### src/rtl/qbse_pkg.sv
// qbse_pkg: shared types and codes of the quadratic bezier spline evaluator
// no dependencies; used by qbse_ctrl, qbse_lane, qbse_datapath and the top level

package qbse_pkg;

    localparam int COORD_W = 32;
    localparam int NUM_AXES = 3;

    // item kinds carried on s_tuser
    localparam logic CMD_APPEND = 1'b0;
    localparam logic CMD_EVAL   = 1'b1;

    // result kinds carried on m_tuser
    localparam logic [1:0] STATUS_EVAL    = 2'd0;
    localparam logic [1:0] STATUS_STORED  = 2'd1;
    localparam logic [1:0] STATUS_DROPPED = 2'd2;

    // configuration register indexes
    localparam int CFG_ADDR_W = 3;
    localparam logic [CFG_ADDR_W-1:0] CFG_START_X  = 3'd0;
    localparam logic [CFG_ADDR_W-1:0] CFG_START_Y  = 3'd1;
    localparam logic [CFG_ADDR_W-1:0] CFG_START_Z  = 3'd2;
    localparam logic [CFG_ADDR_W-1:0] CFG_OFFSET_X = 3'd3;
    localparam logic [CFG_ADDR_W-1:0] CFG_OFFSET_Y = 3'd4;
    localparam logic [CFG_ADDR_W-1:0] CFG_OFFSET_Z = 3'd5;

    // datapath step issued by the controller
    typedef enum logic [3:0] {
        OP_NONE,
        OP_PROD,
        OP_INDEX,
        OP_SQUARE,
        OP_WEIGHT,
        OP_MAC0,
        OP_MAC1,
        OP_MAC2,
        OP_MAC3,
        OP_FINISH
    } dp_op_t;

    typedef struct packed {
        logic   take_item;
        dp_op_t op;
        logic   publish;
    } qbse_cmd_t;

    typedef struct packed {
        logic item_is_eval;
        logic table_empty;
        logic out_free;
    } qbse_stat_t;

endpackage

### src/rtl/qbse_ctrl.sv
// qbse_ctrl: sequencing state machine of the spline evaluator
// depends on qbse_pkg; drives the datapath through qbse_cmd_t

module qbse_ctrl
(
    input  logic                clk,
    input  logic                rst_n,
    input  logic                s_tvalid,
    output logic                s_tready,
    input  qbse_pkg::qbse_stat_t stat,
    output qbse_pkg::qbse_cmd_t  cmd
);

    typedef enum logic [3:0] {
        S_IDLE,
        S_PROD,
        S_INDEX,
        S_SQUARE,
        S_WEIGHT,
        S_MAC0,
        S_MAC1,
        S_MAC2,
        S_MAC3,
        S_FINISH,
        S_PUBLISH
    } state_t;

    state_t state_reg;
    state_t state_next;
    logic   ready_reg;

    assign s_tready = ready_reg;

    always_comb
    begin
        cmd.take_item = (state_reg == S_IDLE) && s_tvalid && ready_reg;
        cmd.publish   = (state_reg == S_PUBLISH) && stat.out_free;
        cmd.op        = qbse_pkg::OP_NONE;
        state_next    = state_reg;
        case (state_reg)
            S_IDLE:
            begin
                if (cmd.take_item)
                begin
                    if (stat.item_is_eval && !stat.table_empty)
                        state_next = S_PROD;
                    else
                        state_next = S_PUBLISH;
                end
            end
            S_PROD:
            begin
                cmd.op     = qbse_pkg::OP_PROD;
                state_next = S_INDEX;
            end
            S_INDEX:
            begin
                cmd.op     = qbse_pkg::OP_INDEX;
                state_next = S_SQUARE;
            end
            S_SQUARE:
            begin
                cmd.op     = qbse_pkg::OP_SQUARE;
                state_next = S_WEIGHT;
            end
            S_WEIGHT:
            begin
                cmd.op     = qbse_pkg::OP_WEIGHT;
                state_next = S_MAC0;
            end
            S_MAC0:
            begin
                cmd.op     = qbse_pkg::OP_MAC0;
                state_next = S_MAC1;
            end
            S_MAC1:
            begin
                cmd.op     = qbse_pkg::OP_MAC1;
                state_next = S_MAC2;
            end
            S_MAC2:
            begin
                cmd.op     = qbse_pkg::OP_MAC2;
                state_next = S_MAC3;
            end
            S_MAC3:
            begin
                cmd.op     = qbse_pkg::OP_MAC3;
                state_next = S_FINISH;
            end
            S_FINISH:
            begin
                cmd.op     = qbse_pkg::OP_FINISH;
                state_next = S_PUBLISH;
            end
            S_PUBLISH:
            begin
                if (cmd.publish)
                    state_next = S_IDLE;
            end
            default:
            begin
                state_next = S_IDLE;
            end
        endcase
    end

    always_ff @(posedge clk or negedge rst_n)
    begin
        if (!rst_n)
        begin
            state_reg <= S_IDLE;
            ready_reg <= 1'b1;
        end
        else
        begin
            state_reg <= state_next;
            ready_reg <= (state_next == S_IDLE);
        end
    end

    // an accepted request always leaves idle
    a_take_leaves_idle: assert property (@(posedge clk) disable iff (!rst_n)
        cmd.take_item |=> (state_reg != S_IDLE))
        else $error("controller stayed idle after taking a request");

    // ready comes back only after a result went to the output register
    a_ready_after_publish: assert property (@(posedge clk) disable iff (!rst_n)
        $rose(ready_reg) |-> $past(cmd.publish))
        else $error("ready rose without a published result");

endmodule

### config.mk
export PLATFORM = sky130hd
export DESIGN_NAME = qbse_ctrl
export DESIGN_NICKNAME = d
export VERILOG_FILES = /design/src/rtl/qbse_pkg.sv /design/src/rtl/qbse_ctrl.sv
export SDC_FILE = /design/constraint.sdc
export NUM_CORES = 1
export LEC_CHECK = 0
export BUFFER_PORTS_ARGS = -buffer_cell sky130_fd_sc_hd__clkbuf_2
export CAP_MARGIN = 10
export CELL_PAD_IN_SITES_DETAIL_PLACEMENT = 0
export CELL_PAD_IN_SITES_GLOBAL_PLACEMENT = 1
export CORE_AREA = 3 3 40 42
export CTS_CLUSTER_SIZE = 12
export DETAILED_ROUTE_END_ITERATION = 10
export DIE_AREA = 0 0 43 45
export PLACE_DENSITY = 0.67
export SLEW_MARGIN = 25
export SYNTH_ARGS = -nofsm -noshare
export SYNTH_HDL_FRONTEND = slang
export SYNTH_SLANG_ARGS = --single-unit
export TNS_END_PERCENT = 100
### constraint.sdc
create_clock -name clk -period 1.6 [get_ports clk]
set_input_delay 0.32 -clock clk [delete_from_list [all_inputs] [get_ports clk]]
set_output_delay 0.32 -clock clk [all_outputs]
set_load 0.005 [all_outputs]
==> key figures, run 1 <==
Status
  – Status: complete, no violations

GRT
  – Largest net degree at the start of global routing: 12
  – Total track usage: 7.78%
  – Initial antenna violation count: 0
  – Grt ovf: 0
  – First-pass GRT wire length: 1080 um
  – Vias in the first global route: 256

Placement
  – Pre-CTS WS: 263 ps
  – RePlAce Congestion: 0.673
  – Final HPWL DP: 520 um
  – IO Port Bufs: 12

Floorplan
  – Die area: 0.00194 mm2
  – Die H: 45 um
  – Row count: 13
  – Initial Util: 25.6%
  – Die X: 43 um
  – I/O pins: 13
  – Area of the core: 0.00128 mm2

Clocking
  – TritonCTS buffer count: 3
  – Clock root cell: clkbuf_4
  – Clock-pin slew on the worst setup and hold paths: 50 ps
  – H-tree levels: 1
  – TritonCTS clock tree: yes
  – CTS max path bufs: 2
  – Num Clock Sinks: 5
  – Clk_lat worst skew: 240 ps

Yosys
  – Avg Inst Size Synth: 9.97 um2
  – Synthesized cell area: 329 um2
  – Mux share of post-synthesis cell area: 0%
  – Syn Inst Count: 33
  – Most frequent cell after synthesis: dfrtp_1
  – Synth Area in Simple Gates: 30.4%
  – Combinational family with the most area after synthesis: simple AND/OR/NAND/NOR gates
  – Register area share after synthesis: 38.4%
  – Compound-gate portion of the synthesized area: 22.1%
  – Xor and xnor area share after synthesis: 5.32%
  – Synth top area share: 30.4%
  – Ys flop type: dfrtp_1
  – Post-synth EDFFs: 0
  – Cell variety after synth: 21
  – Post-synth top area cell: dfrtp_1
  – Yosys reg bits: 5
  – Commonest cells in the netlist: dfrtp_1, and2_1, o21ai_0
  – Adder-cell area share of the yosys netlist: 0%
  – Top post-synthesis cells by area: dfrtp_1, dfstp_2, and2_1
  – Syn Nets: 39
  – Ys Warns: 0
  – Fraction of registers with async set/reset: 100%

STA
  – RSZ-0062 raised after global routing: no
  – Final setup margin: 63.7 ps
  – Max Transition Viols Final: 0
  – Fmax: 0.651 GHz
  – Tcrit/Tclk final: 96.0%
  – Tmin final: 1540 ps
  – Fin Setup TNS: 0 ps
  – Final setup viols: 0
  – Least-Margin Pin Slew: 216 ps
  – Clock skew: 7.10 ps
  – Fin. Hold Viols: 0
  – Worst slew margin relative to its limit: 85.6%

Flow run
  – Max-cap violations: 0

Finish
  – Final core utilization: 36.3%
  – Fillers: 134
  – Final net count: 58
  – Area Overhead vs Synth: 41.8%
  – Share of cells above drive strength 1: 52.9%
  – Max reg flops: 4
  – # diodes: 0

Worst hold path
  – HP Class: in2reg
  – Hold-critical path depth: 2
  – Sink of the worst hold path: state_reg[0]
  – Worst hold path startpoint: stat[1]

Detailed routing
  – Avg WL per Cell: 9.79 um
  – Post-route DRC: 0
  – Via-to-Cell Ratio: 4.33
  – Iteration-0 DRC Markers: 4
  – Total routed wirelength: 646 um
  – DR vias: 286
  – Detailed Routing Iterations Pass 1: 2
  – Post-DRT Antenna Nets: 0

Worst setup path
  – Worst R2R End: state_reg[0]
  – Path type of the worst setup path: reg2out
  – Worst R2R Path Depth: 4
  – Critical path arrival: 1220 ps
  – Type of destination of the critical path: primary output
  – Worst R2R Start: state_reg[2]
  – Crit path max fanout: 8
  – Worst EP required: 1280 ps
  – Critical path startpoint category: register
  – R2R setup slack: 390 ps

Power and ir drop
  – PwrDens: 1910 mW/mm2
  – Worst vdd ir: 0.000855 V
  – P_leak: 0.224 nW
  – Tot Pwr: 0.892 mW
## routing by layer
metal	vias to the layer above	global-route usage [%]	share of wire (%)
met5	-	0	0
met4	0	5.42	0
met3	0	3.98	8.5
met2	9	9.88	39
met1	125	10.0	52
li1	152	-	-
## cells in the final DEF, fill, tap and decap left out, types with 2 or more instances in the layout
cell,synthesis,layout
clkbuf_2,0,12
and2_1,3,3
clkbuf_4,0,3
dfrtp_2,0,3
inv_1,2,2
nor2_1,2,2
o21ai_0,3,2
o211ai_1,2,2
xor2_1,2,2
nor2b_1,2,2
buf_4,0,2
## final cells by class
type | instances | area (um2) | share of cell area, %
multi-input cells | 25 | 199 | 42.6
flip-flops and latches | 5 | 130 | 27.9
repair buffers | 15 | 85.1 | 18.2
clock buffers | 4 | 26.3 | 5.63
well taps | 15 | 18.8 | 4.02
inverters | 2 | 7.51 | 1.61
## critical path, stage by stage, from the launching register on
cell,delay (ps)
dfrtp_2,450
and4bb_1,300
and2_1,120
clkbuf_2,100
## per-stage QoR
step | instance area, um2 | hold slack [ps] | cells
2_1_floorplan | 329 | 24.4 | 33
3_3_place_gp | 403 | 142 | 59
3_5_place_dp | 403 | 145 | 59
4_1_cts | 440 | 286 | 64
5_1_grt | 467 | 288 | 66
6_report | 467 | 288 | 66
## what timing repair did
item | in CTS | in global routing
hold buffers | 1 | 0
setup buffers | 0 | 2
endpoints found under the setup margin | 1 | 3
hold endpoints to repair | 4 | 0
pin swaps | 0 | 2
gates resized for setup | 1 | 4
## kinds of logic after synthesis
group | count (synthesis)
xor gates and xnor gates | 2
AOI/OAI and AO/OA | 9
DFF | 5
buffers and inverters | 3
and+or+nand+nor | 14
## power by group
| group | leakage (nW) | internal, mW | switching (mW) |
|---|---|---|---|
| Combinational | 0.153 | 0.238 | 0.183 |
| Sequential | 0.0560 | 0.206 | 0.122 |
| Clock | 0.0150 | 0.0942 | 0.0492 |
| Total | 0.224 | 0.538 | 0.354 |
## worst max path at each step
stage | endpoint | slack, ps | start | cells past startpoint
floorplan | cmd[0] | 400 | state_reg[2] | 2
global placement | cmd[0] | 270 | state_reg[3] | 3
detailed placement | cmd[0] | 260 | state_reg[3] | 3
CTS | cmd[5] | 4 | state_reg[1] | 4
global route | cmd[0] | 3 | state_reg[0] | 3
finish | cmd[0] | 60 | state_reg[0] | 3
No activity file was read; power rests on OpenSTA's default activity.
==> run 2: changes to the inputs <==
ABC_AREA = 1   (was unset)
PLACE_DENSITY = 0.77   (was 0.67)
==> key figures, run 2 <==
Floorplan
  – I/O pins: 13
  – Die area: 0.00194 mm2
  – Row count: 13
  – Initial Util: 28.7%
  – Die H: 45 um
  – Die X: 43 um
  – Area of the core: 0.00128 mm2

Clocking
  – Clk_lat worst skew: 250 ps
  – Clock-pin slew on the worst setup and hold paths: 50 ps
  – H-tree levels: 1
  – TritonCTS clock tree: yes
  – CTS max path bufs: 2
  – TritonCTS buffer count: 3
  – Num Clock Sinks: 5
  – Clock root cell: clkbuf_4

Placement
  – Placed inst area: 448 um2
  – IO Port Bufs: 12
  – Final HPWL DP: 655 um
  – RePlAce Congestion: 0.735

Worst setup path
  – Type of destination of the critical path: primary output
  – Critical path arrival: 1200 ps
  – Crit path max fanout: 6
  – CP Launch Point: state_reg[2]
  – Cell family with most CP delay: flip-flops
  – Worst EP required: 1280 ps
  – CP Cell Sequence: nor2_2 -> inv_1 -> nor4_2 -> clkbuf_2
  – CP max stage delay: 470 ps
  – Slowest cell on the critical path: dfrtp_1
  – Path type of the worst setup path: reg2out
  – Critical path startpoint category: register
  – Critical path buffers and inverters: 2
  – Worst R2R Start: state_reg[2]

Finish
  – Max reg flops: 4
  – Final core utilization: 40.6%
  – Final net count: 85
  – Leading cell types in the layout, fill and taps excluded: inv_1, nand2_1, clkbuf_2, nor2_1
  – Fin area: 522 um2
  – Share of cells above drive strength 1: 41.0%
  – Area Overhead vs Synth: 41.4%
  – Fillers: 155
  – # diodes: 0

STA
  – RSZ-0062 raised after global routing: yes
  – Clock skew: 9.37 ps
  – Fin. Hold Viols: 0
  – Tmin final: 1520 ps
  – Worst slew margin relative to its limit: 81.2%
  – Least-Margin Pin Slew: 283 ps
  – Tcrit/Tclk final: 95.0%
  – Fin Setup TNS: 0 ps
  – Max Transition Viols Final: 0
  – Fmax: 0.658 GHz
  – Final setup viols: 0
  – WHS: 413 ps

GRT
  – GRT met3 Usage: 2.39%
  – Largest net degree at the start of global routing: 7
  – Vias in the first global route: 304
  – Initial antenna violation count: 0
  – Met1 usage: 10.8%
  – Total track usage: 8.22%
  – GRT busiest layer: met2
  – Grt ovf: 0
  – First-pass GRT wire length: 1170 um
  – Met2 GRT Util: 11.7%

Yosys
  – Syn Nets: 65
  – Top post-synthesis cells by area: dfrtp_1, inv_1, nand2_1
  – Post-synth EDFFs: 0
  – Post-synth top area cell: dfrtp_1
  – Commonest cells in the netlist: inv_1, nand2_1, nor2_1, dfrtp_1, nand3_1
  – Yosys reg bits: 5
  – Register area share after synthesis: 34.2%
  – Ys Warns: 0
  – Avg Inst Size Synth: 6.26 um2
  – Ys flop type: dfrtp_1
  – Fraction of registers with async set/reset: 100%
  – Synth top area share: 27.1%
  – Cell variety after synth: 15
  – Synthesized cell area: 369 um2
  – Syn Inst Count: 59

Detailed routing
  – DR vias: 395
  – Detailed Routing Iterations Pass 1: 3
  – Iteration-0 DRC Markers: 3
  – Post-DRT Antenna Nets: 0
  – Post-route DRC: 0
  – Avg WL per Cell: 8.45 um
  – Via-to-Cell Ratio: 4.25
  – Total routed wirelength: 786 um

Status
  – Status: complete, no violations

Worst hold path
  – HP Class: in2async

Flow run
  – Max-cap violations: 0

Power and ir drop
  – Tot Pwr: 1.02 mW
  – Worst vdd ir: 0.000771 V
  – P_leak: 0.320 nW
  – PwrDens: 1950 mW/mm2
-- run 2: power by group --
group | switching, mW | internal (mW)
combinational | 0.351 | 0.251
sequential | 0.0759 | 0.192
clock | 0.0565 | 0.0907
total | 0.484 | 0.534
-- run 2: worst reg2reg max path: stages, from the launching register on --
cell and delay, ps:
dfrtp_1 500, nor2_2 70, buf_4 140, nand2_1 50
nand3_1 80, nor2_2 120, nand3_1 80, nor2_1 90
-- run 2: routing by layer --
layer  wire length, um  vias up
li1                  -      214
met1               358      175
met2               395        6
met3                33        0
met4                 0        0
met5                 0        -
-- run 2: metrics by stage --
stage / std cells / worst slack, ps
CTS: 93 / 9.25
global placement: 86 / 152
finish: 93 / 80.2
floorplan: 59 / 400
global route: 93 / -2.26
detailed placement: 86 / 151
-- run 2: final cells by class --
type                    instances  area [um2]  share of cell area (%)
clock buffers                   3        22.5                    4.32
clock inverters                 1        5.00                   0.959
inverters                      16        60.1                    11.5
multi-input cells              38         203                    38.8
flip-flops and latches          5         128                    24.5
well taps                      15        18.8                    3.60
repair buffers                 15        85.1                    16.3
-- run 2: cell families after synthesis --
kind of cell           after synthesis  synth area share (%)
buffers and inverters               16                  16.3
AO/OA/AOI/OAI                        3                  5.76
flip-flops                           5                  34.2
AND/OR/NAND/NOR                     35                  43.7
-- run 2: final timing paths --
check,endpoint,slack [ps],depth (start not counted)
setup / recovery,cmd[0],80,4
hold / removal,state_reg[3],410,2
setup reg to reg,s_tready,400,7
hold reg to reg,state_reg[3],670,4
max in group asynchronous,s_tready,960,2
min in group clk,state_reg[3],440,5
-- run 2: timing repair --
action	in CTS	in global routing
hold buffers	1	0
endpoints found under the setup margin	1	3
resized for setup	1	5
buffers inserted	2	0
endpoints found under the hold margin	4	0
pin swaps	1	0
==> run 3: changes to the inputs <==
RECOVER_POWER = 100   (was unset)
==> key figures, run 3 (same netlist as run 2, synthesis figures left out) <==
STA
  – Worst slew margin relative to its limit: 81.2%
  – Max Transition Viols Final: 0
  – Fmax: 0.658 GHz
  – Final setup viols: 0
  – Final setup margin: 80.1 ps
  – Fin. Hold Viols: 0
  – Clock skew: 9.37 ps
  – Least-Margin Pin Slew: 283 ps
  – RSZ-0062 raised after global routing: yes
  – Tmin final: 1520 ps
  – Tcrit/Tclk final: 95.0%

Power and ir drop
  – Worst vdd ir: 0.000771 V
  – P_leak: 0.317 nW
  – PwrDens: 1950 mW/mm2

Flow run
  – Max-cap violations: 0

Status
  – Status: complete, no violations

Worst setup path
  – R2R setup slack: 400 ps
  – Worst R2R End: s_tready
  – CP Cell Sequence: nor2_2 -> inv_1 -> nor4_2 -> clkbuf_2
  – Worst EP required: 1280 ps
  – Slowest cell on the critical path: dfrtp_1
  – Critical path arrival: 1200 ps
  – Worst R2R Path Depth: 7
  – CP endpoint: cmd[0]
  – Type of destination of the critical path: primary output
  – CP max stage delay: 470 ps
  – Path type of the worst setup path: reg2out
  – Critical path startpoint category: register
  – Crit path max fanout: 6
  – CP Launch Point: state_reg[2]
  – Worst R2R Start: state_reg[2]

Finish
  – Final net count: 85
  – Final core utilization: 40.5%
  – Leading cell types in the layout, fill and taps excluded: inv_1, nand2_1, clkbuf_2, nor2_1
  – Area Overhead vs Synth: 41.0%
  – Fillers: 155
  – Fin area: 520 um2
  – Share of cells above drive strength 1: 39.7%
  – # diodes: 0
  – Max reg flops: 4

Clocking
  – TritonCTS clock tree: yes
  – Clock root cell: clkbuf_4
  – Clk_lat worst skew: 250 ps
  – Clock-pin slew on the worst setup and hold paths: 50 ps
  – H-tree levels: 1
  – TritonCTS buffer count: 3
  – Num Clock Sinks: 5
  – CTS max path bufs: 2

Detailed routing
  – Total routed wirelength: 788 um
  – Iteration-0 DRC Markers: 3
  – DR vias: 395
  – Via-to-Cell Ratio: 4.25
  – Post-DRT Antenna Nets: 0
  – Detailed Routing Iterations Pass 1: 3
  – Post-route DRC: 0
  – Avg WL per Cell: 8.47 um

Floorplan
  – Die X: 43 um
  – I/O pins: 13
  – Die H: 45 um
  – Initial Util: 28.7%
  – Row count: 13
  – Area of the core: 0.00128 mm2
  – Die area: 0.00194 mm2

Placement
  – Final HPWL DP: 655 um
  – IO Port Bufs: 12
  – Pre-CTS WS: 151 ps
  – RePlAce Congestion: 0.735
  – Placed inst area: 448 um2

GRT
  – First-pass GRT wire length: 1170 um
  – Largest net degree at the start of global routing: 7
  – Grt ovf: 0
  – Total track usage: 8.22%
  – Initial antenna violation count: 0
  – Vias in the first global route: 304

Worst hold path
  – Hold-critical path depth: 5
  – HP Class: in2reg
run 3: per-layer routing:
metal / part of all wire, % / up-vias / track usage, %
li1: - / 214 / -
met1: 46 / 175 / 10.8
met2: 50 / 6 / 11.7
met3: 4.2 / 0 / 2.39
met4: 0 / 0 / 5.42
met5: 0 / - / 0
run 3: area by class of cell:
cell class / instances / area, um2 / share of cell area, %
clock buffer: 3 / 22.5 / 4.33
timing repair buffer: 15 / 83.8 / 16.1
multi-input combinational: 38 / 203 / 38.9
clock inverter: 1 / 5.00 / 0.962
inverter: 16 / 60.1 / 11.5
tap: 15 / 18.8 / 3.61
sequential: 5 / 128 / 24.5
run 3: report_power, final:
part | total [mW] | internal (mW) | switching, mW
Sequential | 0.268 | 0.192 | 0.0759
Clock | 0.147 | 0.0907 | 0.0565
Combinational | 0.602 | 0.250 | 0.351
Total | 1.02 | 0.533 | 0.484
run 3: stage by stage:
stage / total power, mW / setup TNS [ps] / instances / hold slack, ps
global route: 1.13 / -2.65 / 93 / 476
global placement: 0.788 / 0 / 86 / 143
detailed placement: 0.787 / 0 / 86 / 142
finish: 1.02 / 0 / 93 / 443
floorplan: 0.640 / 0 / 59 / 24.4
CTS: 0.988 / 0 / 93 / 408
run 3: how the worst min path moves through the flow:
stage	slack (ps)	startpoint	end
after global placement	140	rst_n	state_reg[3]
after detailed placement	140	rst_n	state_reg[3]
after floorplan	20	rst_n	state_reg[0]
after global routing	480	rst_n	state_reg[3]
after CTS	410	rst_n	state_reg[3]
final	440	s_tvalid	state_reg[3]
run 3: critical path: cells and delay by family (launching register included):
kind / cells / cell delay (ps)
flops: 1 / 470
simple gates: 2 / 270
buf+inv: 2 / 220
run 3: what timing repair did:
item | in CTS | in global routing
pin swaps | 1 | 0
hold buffers | 1 | 0
endpoints found under the hold margin | 4 | 0
gates cloned | 0 | 0
resized for setup | 1 | 5
setup buffers | 2 | 0
endpoints found under the setup margin | 1 | 3
